$ cat src/rtl/hcoh_pkg.sv
// Shared widths, register codes, reset values and control structs for the HOG cell histogram.
package hcoh_pkg;

    // Payload and register widths
    localparam int MAG_W       = 16;
    localparam int DIR_W       = 16;
    localparam int BIN_IDX_W   = 4;
    localparam int BIN_VAL_W   = 32;
    localparam int NUM_BINS_W  = 5;
    localparam int THETA_MAX_W = 9;
    localparam int BIN_WIDTH_W = 8;
    localparam int BIN_SCALE_W = 16;
    localparam int CFG_IDX_W   = 3;
    localparam int CFG_DATA_W  = 16;

    // Fixed point: angles Q9.7, bin position Q.23
    localparam int ANG_FRAC  = 7;
    localparam int FRAC_BITS = 23;
    localparam int POS_W     = DIR_W + BIN_SCALE_W;
    localparam int AW_W      = FRAC_BITS + 1;

    localparam int MAX_BINS_DEF = 16;

    localparam logic INTERP_NEAREST  = 1'b0;
    localparam logic INTERP_BILINEAR = 1'b1;

    localparam logic [NUM_BINS_W-1:0]  NUM_BINS_RST    = 5'd9;
    localparam logic [THETA_MAX_W-1:0] THETA_MAX_RST   = 9'd360;
    localparam logic [BIN_WIDTH_W-1:0] BIN_WIDTH_RST   = 8'd40;
    localparam logic [BIN_SCALE_W-1:0] BIN_SCALE_RST   = 16'd1638;
    localparam logic                   INTERP_MODE_RST = INTERP_BILINEAR;

    typedef enum logic [CFG_IDX_W-1:0] {
        CFG_NUM_BINS    = 3'd0,
        CFG_THETA_MAX   = 3'd1,
        CFG_BIN_WIDTH   = 3'd2,
        CFG_BIN_SCALE   = 3'd3,
        CFG_INTERP_MODE = 3'd4
    } t_cfg_idx;

    typedef struct packed {
        logic [THETA_MAX_W-1:0] theta_max;
        logic [BIN_WIDTH_W-1:0] bin_width;
        logic [BIN_SCALE_W-1:0] bin_scale;
        logic                   interp_mode;
    } t_cfg;

    typedef struct packed {
        logic rd_en;
        logic wr_en;
        logic clr_all;
    } t_mem_ctl;

endpackage

$ cat src/rtl/hcoh_if.sv
// Valid/ready channel interfaces: pixel input, bin output, configuration writes.
interface hcoh_pix_if import hcoh_pkg::*; ();
    logic             valid;
    logic             ready;
    logic [MAG_W-1:0] magnitude;
    logic [DIR_W-1:0] direction;
    logic             last_in_cell;

    modport source (output valid, output magnitude, output direction, output last_in_cell,
                    input ready);
    modport sink   (input valid, input magnitude, input direction, input last_in_cell,
                    output ready);
endinterface

interface hcoh_bin_if import hcoh_pkg::*; ();
    logic                 valid;
    logic                 ready;
    logic [BIN_IDX_W-1:0] bin_index;
    logic [BIN_VAL_W-1:0] bin_value;
    logic                 last_bin;

    modport source (output valid, output bin_index, output bin_value, output last_bin,
                    input ready);
    modport sink   (input valid, input bin_index, input bin_value, input last_bin,
                    output ready);
endinterface

interface hcoh_cfg_if import hcoh_pkg::*; ();
    logic                  valid;
    logic                  ready;
    logic [CFG_IDX_W-1:0]  index;
    logic [CFG_DATA_W-1:0] data;

    modport source (output valid, output index, output data, input ready);
    modport sink   (input valid, input index, input data, output ready);
endinterface

$ cat src/rtl/hcoh_bin_math.sv
// Multi-cycle binning datapath: fold, bin position, bilinear weight and share.
module hcoh_bin_math import hcoh_pkg::*; #(
    parameter int MAX_BINS = MAX_BINS_DEF
) (
    input  logic                                 i_clk,
    input  logic                                 i_rst_n,
    input  logic                                 i_start,
    input  logic [MAG_W-1:0]                     i_magnitude,
    input  logic [DIR_W-1:0]                     i_direction,
    input  t_cfg                                 i_cfg,
    input  logic [$clog2(MAX_BINS+1)-1:0]        i_nb,
    output logic                                 o_done,
    output logic [((MAX_BINS > 1) ? $clog2(MAX_BINS) : 1)-1:0] o_addr_a,
    output logic [MAG_W-1:0]                     o_val_a,
    output logic [((MAX_BINS > 1) ? $clog2(MAX_BINS) : 1)-1:0] o_addr_b,
    output logic [MAG_W-1:0]                     o_val_b,
    output logic                                 o_single
);

    localparam int IW     = (MAX_BINS > 1) ? $clog2(MAX_BINS) : 1;
    localparam int NB_W   = $clog2(MAX_BINS + 1);
    localparam int Q_W    = POS_W - FRAC_BITS;
    localparam int CMP_W  = (Q_W > NB_W) ? Q_W : NB_W;
    localparam int PROD_W = IW + BIN_WIDTH_W + ANG_FRAC;
    localparam int D_W    = ((PROD_W > DIR_W) ? PROD_W : DIR_W) + 1;
    localparam int W_W    = D_W + BIN_SCALE_W + 2;
    localparam int SH_W   = MAG_W + AW_W;

    localparam logic [POS_W-1:0]        HALF_P  = POS_W'(1) << (FRAC_BITS - 1);
    localparam logic signed [W_W-1:0]   HALF_W  = W_W'(1) << (FRAC_BITS - 1);
    localparam logic [W_W-1:0]          ONE_W   = W_W'(1) << FRAC_BITS;
    localparam logic [AW_W-1:0]         ONE_AW  = AW_W'(1) << FRAC_BITS;
    localparam logic [SH_W-1:0]         HALF_SH = SH_W'(1) << (FRAC_BITS - 1);

    // One token walks through the stages
    logic [5:0]               r_vld;
    logic                     r_done;

    logic [DIR_W-1:0]         r_theta;
    logic [MAG_W-1:0]         r_mag;
    logic [POS_W-1:0]         r_p;
    logic [IW-1:0]            r_idx;
    logic signed [D_W-1:0]    r_d;
    logic signed [W_W-1:0]    r_w;
    logic                     r_neg;
    logic [AW_W-1:0]          r_aw;
    logic [IW-1:0]            r_addr_a;
    logic [IW-1:0]            r_addr_b;
    logic [MAG_W-1:0]         r_val_a;
    logic [MAG_W-1:0]         r_val_b;
    logic                     r_single;

    logic [DIR_W-1:0]         tmax;
    logic [DIR_W-1:0]         theta;
    logic [POS_W-1:0]         p_adj;
    logic [Q_W-1:0]           q;
    logic [NB_W-1:0]          nb_m1;
    logic [IW-1:0]            idx;
    logic [PROD_W-1:0]        idx_deg;
    logic [W_W-1:0]           w_abs;
    logic [SH_W-1:0]          sh_prod;
    logic [MAG_W-1:0]         share;
    logic [IW-1:0]            nbr;

    always_comb begin
        tmax  = {i_cfg.theta_max, {ANG_FRAC{1'b0}}};
        theta = (i_direction > tmax) ? (i_direction - tmax) : i_direction;
    end

    // Bin position; bilinear centers sit half a bin in
    always_comb begin
        if (i_cfg.interp_mode == INTERP_NEAREST) begin
            p_adj = r_p;
        end else if (r_p >= HALF_P) begin
            p_adj = r_p - HALF_P;
        end else begin
            p_adj = '0;
        end
        q     = p_adj[POS_W-1:FRAC_BITS];
        nb_m1 = i_nb - NB_W'(1);
        if (CMP_W'(q) > CMP_W'(nb_m1)) begin
            idx = nb_m1[IW-1:0];
        end else begin
            idx = IW'(q);
        end
    end

    always_comb begin
        idx_deg = (PROD_W'(r_idx) * PROD_W'(i_cfg.bin_width)) << ANG_FRAC;
        w_abs   = r_w[W_W-1] ? W_W'(-r_w) : W_W'(r_w);
        sh_prod = SH_W'(r_mag) * SH_W'(r_aw) + HALF_SH;
        share   = sh_prod[FRAC_BITS +: MAG_W];
    end

    // Neighbor bin, wrapping at both ends
    always_comb begin
        if (!r_neg) begin
            nbr = ((NB_W'(r_idx) + NB_W'(1)) >= i_nb) ? '0 : (r_idx + IW'(1));
        end else begin
            nbr = (r_idx == '0) ? nb_m1[IW-1:0] : (r_idx - IW'(1));
        end
    end

    always_ff @(posedge i_clk) begin
        if (!i_rst_n) begin
            r_vld  <= '0;
            r_done <= 1'b0;
        end else begin
            r_vld  <= {r_vld[4:0], i_start};
            r_done <= r_vld[5];
        end
    end

    always_ff @(posedge i_clk) begin
        if (i_start) begin
            r_theta <= theta;
            r_mag   <= i_magnitude;
        end
        if (r_vld[0]) begin
            r_p <= POS_W'(r_theta) * POS_W'(i_cfg.bin_scale);
        end
        if (r_vld[1]) begin
            r_idx <= idx;
        end
        if (r_vld[2]) begin
            r_d <= $signed(D_W'(r_theta)) - $signed(D_W'(idx_deg));
        end
        if (r_vld[3]) begin
            r_w <= r_d * $signed({1'b0, i_cfg.bin_scale}) - HALF_W;
        end
        if (r_vld[4]) begin
            r_neg <= r_w[W_W-1];
            r_aw  <= (w_abs > ONE_W) ? ONE_AW : AW_W'(w_abs);
        end
        if (r_vld[5]) begin
            if (i_cfg.interp_mode == INTERP_NEAREST) begin
                r_addr_a <= r_idx;
                r_val_a  <= r_mag;
                r_addr_b <= r_idx;
                r_val_b  <= '0;
                r_single <= 1'b1;
            end else begin
                r_addr_a <= nbr;
                r_val_a  <= share;
                r_addr_b <= r_idx;
                r_val_b  <= r_mag - share;
                r_single <= 1'b0;
            end
        end
    end

    assign o_done   = r_done;
    assign o_addr_a = r_addr_a;
    assign o_val_a  = r_val_a;
    assign o_addr_b = r_addr_b;
    assign o_val_b  = r_val_b;
    assign o_single = r_single;

`ifndef SYNTHESIS
    a_one_token: assert property (@(posedge i_clk) disable iff (!i_rst_n)
        $onehot0({r_vld, r_done}))
        else $error("more than one pixel in the binning datapath");
`endif

endmodule

$ cat src/rtl/hcoh_acc_mem.sv
// Bin accumulator memory: one read and one write port, per-entry valid bits.
module hcoh_acc_mem import hcoh_pkg::*; #(
    parameter int MAX_BINS = MAX_BINS_DEF
) (
    input  logic                                 i_clk,
    input  logic                                 i_rst_n,
    input  t_mem_ctl                             i_ctl,
    input  logic [((MAX_BINS > 1) ? $clog2(MAX_BINS) : 1)-1:0] i_rd_addr,
    input  logic [((MAX_BINS > 1) ? $clog2(MAX_BINS) : 1)-1:0] i_wr_addr,
    input  logic [BIN_VAL_W-1:0]                 i_wr_data,
    output logic [BIN_VAL_W-1:0]                 o_rd_data
);

    logic [BIN_VAL_W-1:0] r_mem [MAX_BINS];
    logic [MAX_BINS-1:0]  r_valid;
    logic [BIN_VAL_W-1:0] r_rd_raw;
    logic                 r_rd_vld;

    always_ff @(posedge i_clk) begin
        if (i_ctl.wr_en) begin
            r_mem[i_wr_addr] <= i_wr_data;
        end
        if (i_ctl.rd_en) begin
            r_rd_raw <= r_mem[i_rd_addr];
        end
    end

    // Unwritten entries since the last clear read as zero
    always_ff @(posedge i_clk) begin
        if (!i_rst_n) begin
            r_valid  <= '0;
            r_rd_vld <= 1'b0;
        end else begin
            if (i_ctl.clr_all) begin
                r_valid <= '0;
            end else if (i_ctl.wr_en) begin
                r_valid[i_wr_addr] <= 1'b1;
            end
            if (i_ctl.rd_en) begin
                r_rd_vld <= r_valid[i_rd_addr];
            end
        end
    end

    assign o_rd_data = r_rd_vld ? r_rd_raw : '0;

`ifndef SYNTHESIS
    a_clr_no_wr: assert property (@(posedge i_clk) disable iff (!i_rst_n)
        i_ctl.clr_all |-> !i_ctl.wr_en)
        else $error("histogram clear collides with a bin write");
`endif

endmodule

$ cat src/rtl/hog_cell_orientation_histogram_core.sv
// HOG cell orientation histogram: top level with sequencer, config registers and output stage.
//
// Channels: i_pix takes one gradient pixel per transaction (magnitude Q12.4, direction
// Q9.7, last_in_cell). o_bin delivers one histogram bin per transaction (bin_index,
// bin_value, last_bin). i_cfg writes one register per transaction (index, data); it is
// always ready and is meant to be written while the block is idle.
// Flow: a pixel runs through the binning datapath (fold, bin position multiply,
// bin index, offset, weight multiply, weight clamp, share multiply), then does a
// read-modify-write on the accumulator memory for one bin (nearest mode) or for
// two bins (bilinear). i_pix.ready drops when a pixel is taken and is high again
// only once that update, and any bin readout, is done, so a new pixel is not taken
// before the last one is through. The datapath depth and the serialized
// read-modify-write of the accumulator memory set the pixel rate.
// On a last_in_cell pixel the bins 0..nb-1 (num_bins forced into 1..MAX_BINS) are read
// out after the update, each read (S_ERD) and then loaded into the output register (S_ELD).
// A stalled o_bin holds the bin in the output register and pauses the readout.
// After the last bin is loaded the whole histogram is cleared at once by the valid bits.
// Reset: synchronous, active low; registers return to their reset values, the
// histogram reads as all zero and no transaction is pending.
module hog_cell_orientation_histogram_core import hcoh_pkg::*; #(
    parameter int MAX_BINS = MAX_BINS_DEF
) (
    input  logic          i_clk,
    input  logic          i_rst_n,
    hcoh_pix_if.sink      i_pix,
    hcoh_bin_if.source    o_bin,
    hcoh_cfg_if.sink      i_cfg
);

    localparam int IW    = (MAX_BINS > 1) ? $clog2(MAX_BINS) : 1;
    localparam int NB_W  = $clog2(MAX_BINS + 1);
    localparam int NBC_W = (NB_W > NUM_BINS_W) ? NB_W : NUM_BINS_W;

    typedef enum logic [7:0] {
        S_IDLE = 8'b0000_0001,
        S_MATH = 8'b0000_0010,
        S_RDA  = 8'b0000_0100,
        S_WRA  = 8'b0000_1000,
        S_RDB  = 8'b0001_0000,
        S_WRB  = 8'b0010_0000,
        S_ERD  = 8'b0100_0000,
        S_ELD  = 8'b1000_0000
    } t_state;

    // Configuration registers
    logic [NUM_BINS_W-1:0]  r_num_bins;
    t_cfg                   r_cfg;

    // Sequencer
    t_state                 r_state, n_state;
    logic                   r_last, n_last;
    logic [NB_W-1:0]        r_emit_cnt, n_emit_cnt;

    // Output register
    logic                   r_out_valid, n_out_valid;
    logic [BIN_IDX_W-1:0]   r_out_index;
    logic [BIN_VAL_W-1:0]   r_out_value;
    logic                   r_out_last;

    logic [NB_W-1:0]        nb;
    logic                   pix_acc;
    logic                   out_load;
    logic                   emit_last;

    logic                   math_done;
    logic [IW-1:0]          addr_a, addr_b;
    logic [MAG_W-1:0]       val_a, val_b;
    logic                   single;

    t_mem_ctl               mem_ctl;
    logic [IW-1:0]          rd_addr, wr_addr;
    logic [BIN_VAL_W-1:0]   rd_data, wr_data;
    logic [MAG_W-1:0]       add_val;
    logic [BIN_VAL_W:0]     sum;

    // Bins in use, forced into 1..MAX_BINS
    always_comb begin
        if (r_num_bins == '0) begin
            nb = NB_W'(1);
        end else if (NBC_W'(r_num_bins) > NBC_W'(MAX_BINS)) begin
            nb = NB_W'(MAX_BINS);
        end else begin
            nb = NB_W'(r_num_bins);
        end
    end

    assign i_cfg.ready = 1'b1;

    always_ff @(posedge i_clk) begin
        if (!i_rst_n) begin
            r_num_bins        <= NUM_BINS_RST;
            r_cfg.theta_max   <= THETA_MAX_RST;
            r_cfg.bin_width   <= BIN_WIDTH_RST;
            r_cfg.bin_scale   <= BIN_SCALE_RST;
            r_cfg.interp_mode <= INTERP_MODE_RST;
        end else if (i_cfg.valid) begin
            unique case (t_cfg_idx'(i_cfg.index))
                CFG_NUM_BINS:    r_num_bins        <= i_cfg.data[NUM_BINS_W-1:0];
                CFG_THETA_MAX:   r_cfg.theta_max   <= i_cfg.data[THETA_MAX_W-1:0];
                CFG_BIN_WIDTH:   r_cfg.bin_width   <= i_cfg.data[BIN_WIDTH_W-1:0];
                CFG_BIN_SCALE:   r_cfg.bin_scale   <= i_cfg.data[BIN_SCALE_W-1:0];
                CFG_INTERP_MODE: r_cfg.interp_mode <= i_cfg.data[0];
                default: ;  // unknown index: dropped
            endcase
        end
    end

    assign i_pix.ready = (r_state == S_IDLE);
    assign pix_acc     = i_pix.valid && i_pix.ready;

    hcoh_bin_math #(.MAX_BINS(MAX_BINS)) u_math (
        .i_clk       (i_clk),
        .i_rst_n     (i_rst_n),
        .i_start     (pix_acc),
        .i_magnitude (i_pix.magnitude),
        .i_direction (i_pix.direction),
        .i_cfg       (r_cfg),
        .i_nb        (nb),
        .o_done      (math_done),
        .o_addr_a    (addr_a),
        .o_val_a     (val_a),
        .o_addr_b    (addr_b),
        .o_val_b     (val_b),
        .o_single    (single)
    );

    // Output register frees when the sink takes it
    assign out_load  = (r_state == S_ELD) && (!r_out_valid || o_bin.ready);
    assign emit_last = (r_emit_cnt == (nb - NB_W'(1)));

    // Saturating accumulate on the bin just read
    always_comb begin
        add_val = (r_state == S_WRB) ? val_b : val_a;
        sum     = {1'b0, rd_data} + (BIN_VAL_W+1)'(add_val);
        wr_data = sum[BIN_VAL_W] ? '1 : sum[BIN_VAL_W-1:0];
    end

    always_comb begin
        n_state     = r_state;
        n_last      = r_last;
        n_emit_cnt  = r_emit_cnt;
        mem_ctl     = '0;
        rd_addr     = addr_a;
        wr_addr     = addr_a;
        unique case (r_state)
            S_IDLE: begin
                if (pix_acc) begin
                    n_last  = i_pix.last_in_cell;
                    n_state = S_MATH;
                end
            end
            S_MATH: begin
                if (math_done) begin
                    n_state = S_RDA;
                end
            end
            S_RDA: begin
                mem_ctl.rd_en = 1'b1;
                n_state       = S_WRA;
            end
            S_WRA: begin
                mem_ctl.wr_en = 1'b1;
                if (!single) begin
                    n_state = S_RDB;
                end else if (r_last) begin
                    n_emit_cnt = '0;
                    n_state    = S_ERD;
                end else begin
                    n_state = S_IDLE;
                end
            end
            S_RDB: begin
                mem_ctl.rd_en = 1'b1;
                rd_addr       = addr_b;
                n_state       = S_WRB;
            end
            S_WRB: begin
                mem_ctl.wr_en = 1'b1;
                wr_addr       = addr_b;
                if (r_last) begin
                    n_emit_cnt = '0;
                    n_state    = S_ERD;
                end else begin
                    n_state = S_IDLE;
                end
            end
            S_ERD: begin
                mem_ctl.rd_en = 1'b1;
                rd_addr       = r_emit_cnt[IW-1:0];
                n_state       = S_ELD;
            end
            S_ELD: begin
                if (out_load) begin
                    if (emit_last) begin
                        mem_ctl.clr_all = 1'b1;
                        n_state         = S_IDLE;
                    end else begin
                        n_emit_cnt = r_emit_cnt + NB_W'(1);
                        n_state    = S_ERD;
                    end
                end
            end
            default: begin
                n_state = S_IDLE;
            end
        endcase
    end

    always_comb begin
        if (out_load) begin
            n_out_valid = 1'b1;
        end else begin
            n_out_valid = r_out_valid && !o_bin.ready;
        end
    end

    always_ff @(posedge i_clk) begin
        if (!i_rst_n) begin
            r_state     <= S_IDLE;
            r_last      <= 1'b0;
            r_emit_cnt  <= '0;
            r_out_valid <= 1'b0;
        end else begin
            r_state     <= n_state;
            r_last      <= n_last;
            r_emit_cnt  <= n_emit_cnt;
            r_out_valid <= n_out_valid;
        end
    end

    always_ff @(posedge i_clk) begin
        if (out_load) begin
            r_out_index <= BIN_IDX_W'(r_emit_cnt);
            r_out_value <= rd_data;
            r_out_last  <= emit_last;
        end
    end

    hcoh_acc_mem #(.MAX_BINS(MAX_BINS)) u_mem (
        .i_clk     (i_clk),
        .i_rst_n   (i_rst_n),
        .i_ctl     (mem_ctl),
        .i_rd_addr (rd_addr),
        .i_wr_addr (wr_addr),
        .i_wr_data (wr_data),
        .o_rd_data (rd_data)
    );

    assign o_bin.valid     = r_out_valid;
    assign o_bin.bin_index = r_out_index;
    assign o_bin.bin_value = r_out_value;
    assign o_bin.last_bin  = r_out_last;

`ifndef SYNTHESIS
    a_emit_range: assert property (@(posedge i_clk) disable iff (!i_rst_n)
        (r_state == S_ERD || r_state == S_ELD) |-> (r_emit_cnt < nb))
        else $error("bin readout ran past the bins in use");

    a_last_bin_idle: assert property (@(posedge i_clk) disable iff (!i_rst_n)
        (out_load && emit_last) |=> (r_state == S_IDLE && r_out_valid && r_out_last))
        else $error("final bin did not end the readout");
`endif

endmodule
$ cat src/flat_wrapper.sv
// flat-port wrapper written by rule: the top's interface ports become plain ports
module hog_cell_orientation_histogram_core_flat import hcoh_pkg::*;
#(
    parameter int MAX_BINS = MAX_BINS_DEF
)
  (i_clk, i_rst_n, i_pix_valid, i_pix_magnitude, i_pix_direction, i_pix_last_in_cell, i_pix_ready, o_bin_valid, o_bin_bin_index, o_bin_bin_value, o_bin_last_bin, o_bin_ready, i_cfg_valid, i_cfg_index, i_cfg_data, i_cfg_ready);
  hcoh_pix_if i_pix_i ();
  hcoh_bin_if o_bin_i ();
  hcoh_cfg_if i_cfg_i ();
  input  logic i_clk;
  input  logic i_rst_n;
  input wire logic [$bits(i_pix_i.valid)-1:0] i_pix_valid;
  input wire logic [$bits(i_pix_i.magnitude)-1:0] i_pix_magnitude;
  input wire logic [$bits(i_pix_i.direction)-1:0] i_pix_direction;
  input wire logic [$bits(i_pix_i.last_in_cell)-1:0] i_pix_last_in_cell;
  output wire logic [$bits(i_pix_i.ready)-1:0] i_pix_ready;
  output wire logic [$bits(o_bin_i.valid)-1:0] o_bin_valid;
  output wire logic [$bits(o_bin_i.bin_index)-1:0] o_bin_bin_index;
  output wire logic [$bits(o_bin_i.bin_value)-1:0] o_bin_bin_value;
  output wire logic [$bits(o_bin_i.last_bin)-1:0] o_bin_last_bin;
  input wire logic [$bits(o_bin_i.ready)-1:0] o_bin_ready;
  input wire logic [$bits(i_cfg_i.valid)-1:0] i_cfg_valid;
  input wire logic [$bits(i_cfg_i.index)-1:0] i_cfg_index;
  input wire logic [$bits(i_cfg_i.data)-1:0] i_cfg_data;
  output wire logic [$bits(i_cfg_i.ready)-1:0] i_cfg_ready;
  assign i_pix_i.valid = i_pix_valid;
  assign i_pix_i.magnitude = i_pix_magnitude;
  assign i_pix_i.direction = i_pix_direction;
  assign i_pix_i.last_in_cell = i_pix_last_in_cell;
  assign i_pix_ready = i_pix_i.ready;
  assign o_bin_valid = o_bin_i.valid;
  assign o_bin_bin_index = o_bin_i.bin_index;
  assign o_bin_bin_value = o_bin_i.bin_value;
  assign o_bin_last_bin = o_bin_i.last_bin;
  assign o_bin_i.ready = o_bin_ready;
  assign i_cfg_i.valid = i_cfg_valid;
  assign i_cfg_i.index = i_cfg_index;
  assign i_cfg_i.data = i_cfg_data;
  assign i_cfg_ready = i_cfg_i.ready;
  hog_cell_orientation_histogram_core #(.MAX_BINS(MAX_BINS)) u_core (.i_clk(i_clk), .i_rst_n(i_rst_n), .i_pix(i_pix_i), .o_bin(o_bin_i), .i_cfg(i_cfg_i));
endmodule
$ cat config.mk
export PLATFORM = sky130hd
export DESIGN_NAME = hog_cell_orientation_histogram_core_flat
export DESIGN_NICKNAME = d
export VERILOG_FILES = /design/src/rtl/hcoh_pkg.sv /design/src/rtl/hcoh_if.sv /design/src/rtl/hcoh_bin_math.sv /design/src/rtl/hcoh_acc_mem.sv /design/src/rtl/hog_cell_orientation_histogram_core.sv /design/src/flat_wrapper.sv
export SDC_FILE = /design/constraint.sdc
export NUM_CORES = 2
export LEC_CHECK = 0
export ABC_AREA = 1
export BUFFER_PORTS_ARGS = -buffer_cell sky130_fd_sc_hd__buf_4
export CORE_ASPECT_RATIO = 0.7
export CORE_MARGIN = 3
export CORE_UTILIZATION = 60
export CTS_BUF_LIST = sky130_fd_sc_hd__clkbuf_16
export CTS_CLUSTER_DIAMETER = 40
export DETAILED_ROUTE_END_ITERATION = 12
export PLACE_DENSITY_LB_ADDON = 0.2
export SLEW_MARGIN = 20
export SYNTH_ARGS = -nofsm -noshare
export SYNTH_HDL_FRONTEND = slang
export SYNTH_HIERARCHICAL = 1
export SYNTH_SLANG_ARGS = --single-unit
$ cat constraint.sdc
create_clock -name i_clk -period 13.8 [get_ports i_clk]
set_clock_uncertainty 0.2 [all_clocks]
set_input_delay 2.07 -clock i_clk [delete_from_list [all_inputs] [get_ports i_clk]]
set_output_delay 2.07 -clock i_clk [all_outputs]
set_load 0.01 [all_outputs]
==> results.toml <==
[yosys]
async_flop_share_pct = 0
muxShareOfSynthArea_pct = 0
synth_xor_area_share_pct = 1.86
synth_top_family_by_area = "adder cells"
synth_nets = 9511
synth-adder-area-share_pct = 30.0
ys.flop_type = "edfxtp_1"
yosysSeqAreaShare_pct = 33.9
synth_compound_area_share_pct = 6.53
synth_edf_count = 773
synth-seq-cells = 851
synth_cell_type_count = 73
synth_area_sq_um = 73200
syn_inst = 8206
synthSimpleGateAreaFrac_pct = 16.1
yosysWarnings = 6
avgSynthCellArea_sq_um = 8.92

[die]
start_util_pct = 60.9
die_w_um = 423
coreArea_sq_um = 120000
dieArea_sq_um = 126000
rows = 106
die_h_um = 298
ios = 97

[global_route]
grt_overflow_total = 0
gr-usage-all-layers_pct = 30.9
grt_max_degree = 199
antenna_found_initial = 6
grt_pass1_wl_mm = 305
grt_pass1_vias = 54900

[clock_tree]
post-cts-setup-buffers = 0
htree_levels = 3
root_buffer = "clkbuf_16"
cts.sink_count = 851
numCtsBuffers = 99
cts_hold_buf = 0
cts_buffer_depth = 3
cts_tree = "yes"
path_clk_slew_ns = 0.06
cts_resized = 0
clock_latency_ns = 0.72

[finish]
final_cell_mix = "inv_1 (1844), nand2_1 (1773), fa_1 (845), edfxtp_1 (773), nor2_1 (695)"
drive_above_1_share_pct = 5.58
syn_to_final_growth_pct = 7.35
finalNetCount = 9408
final_common_cell = "inv_1"
antenna_cells = 0

[timing]
fmax_mhz = 128
setup_violations = 0
worst_pin_slew_ns = 1.16
finalHoldViolCount = 0
fin_tns_setup_ns = 0
grt_setup_unrepaired = "no"
report.final.slew_viol_count = 0
period_needed_ns = 7.80
slew_headroom_pct = 22.7
min_period_over_period_pct = 56.5

[route]
num_vias = 54300
first_pass_iters = 6
wl_per_cell_um = 19.5
drt_wl_total_mm = 191
drcViolationCount = 0
vias_per_cell = 5.54
drt_iter0_markers = 5789
ant_nets = 0

[worst_hold_path]
hold_start = "u_core/u_mem/r_valid[5]$_SDFFE_PP0P_"
hold_end = "u_core/u_mem/r_valid[5]$_SDFFE_PP0P_"
hold_path_class = "flop to flop"
holdPathStages = 2

[placed_design]
hpwlAfterDp_mm = 137
io_buffers = 95
gp_congestion = 0.920

[worst_setup_path]
crit_slowest_cell = "edfxtp_1"
worstReg2RegEnd = "u_core/u_math/o_val_b[14]$_SDFFCE_PN0P_"
startpoint = "u_core/u_math/r_mag[11]$_DFFE_PP_"
worstPathRequired_ns = 14.08
end_kind = "flop"
reg2reg_slack_ns = 6.00
cp_max_fo = 16
cp-start-kind = "flop"
arrival_ns = 8.08
critPathMaxStageDelay_ns = 0.84
critical_path_class = "flop to flop"
reg2regPathDepth = 29
r2r-start = "u_core/u_math/r_mag[11]$_DFFE_PP_"

[status]
status = "finished clean"

[flow_run]
cap_viol_max_count = 0
cell families after synthesis:
group           Yosys count
flops                   851
buf+inv                2229
compound gates          824
fa+ha+maj              1248
xor+xnor                154
simple gates           2899
other cells               1
sequential cells by signal, indices dropped and copies added (netlist names), 5 cells and up:
name,flops
u_core/u_mem/r_mem,512
u_core/u_mem/r_rd_raw,32
u_core/r_cfg,34
u_core/u_math/o_val_b,16
u_core/u_math/r_mag,16
u_core/r_state,8
u_core/u_mem/r_valid,16
u_core/u_math/r_theta,16
u_core/o_bin.bin_value,32
u_core/u_math/o_val_a,16
u_core/r_emit_cnt,5
u_core/u_math/r_p,32
u_core/u_math/r_vld,6
u_core/r_num_bins,5
u_core/u_math/r_w,38
u_core/u_math/r_d,20
u_core/u_math/r_aw,24
per-stage QoR:
step	hold slack, ns	setup slack [ns]	util [%]	instance area [sq um]	cells
CTS	0.270	5.81	65.3	78500	9805
global route	0.290	5.54	65.4	78600	9808
finish	0.270	6.00	65.4	78600	9808
detailed placement	0.253	5.84	62.5	75100	9619
floorplan	0.224	6.93	-	73200	8206
global placement	0.239	5.93	62.5	75100	9619
synth_stat cells (11+ instances only):
master / count / area, sq um
clkbuf_1: 307 / 1150
dfxtp_1: 78 / 1560
o21ai_0: 359 / 1800
nand3_1: 252 / 1260
nand4_1: 40 / 250
o21ai_1: 51 / 255
a21oi_2: 25 / 219
a21oi_1: 179 / 896
nand2_2: 11 / 68.8
nor3_1: 38 / 190
inv_2: 14 / 52.6
inv_1: 1833 / 6880
nor2_1: 712 / 2670
nand2_1: 1774 / 6660
fa_1: 845 / 16900
xnor2_1: 57 / 499
nor4_1: 16 / 100
xor2_1: 95 / 832
ha_1: 403 / 5040
a31oi_1: 17 / 106
buf_2: 46 / 230
o211ai_1: 118 / 886
o221ai_1: 20 / 175
edfxtp_1: 773 / 23200
routing by layer:
metal,up-vias,GRT usage (%),share of wire [%]
li1,25000,-,-
met1,26300,46.7,44
met2,2614,44.5,42
met3,298,7.75,12
met4,0,8.07,2.5
met5,-,0,0
layout make-up:
type | instances | area, sq um
clock buffers | 101 | 2530
clock inverters | 85 | 853
fillers | 9674 | 41600
inverters | 1849 | 6950
multi-input cells | 5126 | 40100
flip-flops and latches | 851 | 24800
well taps | 1620 | 2030
repair buffers | 176 | 1370
critical path, delay by kind of cell, from the launching register on:
family	cells	cell delay [ns]
adders and majority gates	8	3.76
and+or+nand+nor	13	1.47
DFF	1	0.84
buffers and inverters	5	0.64
AOI/OAI and AO/OA	2	0.48
xor gates and xnor gates	1	0.16
worst max-delay path by stage:
stage	end	depth (start not counted)
6_report	u_core/u_math/o_val_b[14]$_SDFFCE_PN0P_	29
5_1_grt	u_core/u_math/o_val_b[14]$_SDFFCE_PN0P_	31
4_1_cts	u_core/u_math/o_val_b[14]$_SDFFCE_PN0P_	29
3_5_place_dp	u_core/u_math/o_val_b[14]$_SDFFCE_PN0P_	29
3_3_place_gp	u_core/u_math/o_val_b[14]$_SDFFCE_PN0P_	29
2_1_floorplan	u_core/u_math/o_val_b[14]$_SDFFCE_PN0P_	31
Power is not shown: default switching activity piles up to over one toggle a cycle in this logic, so the estimate is an artifact.
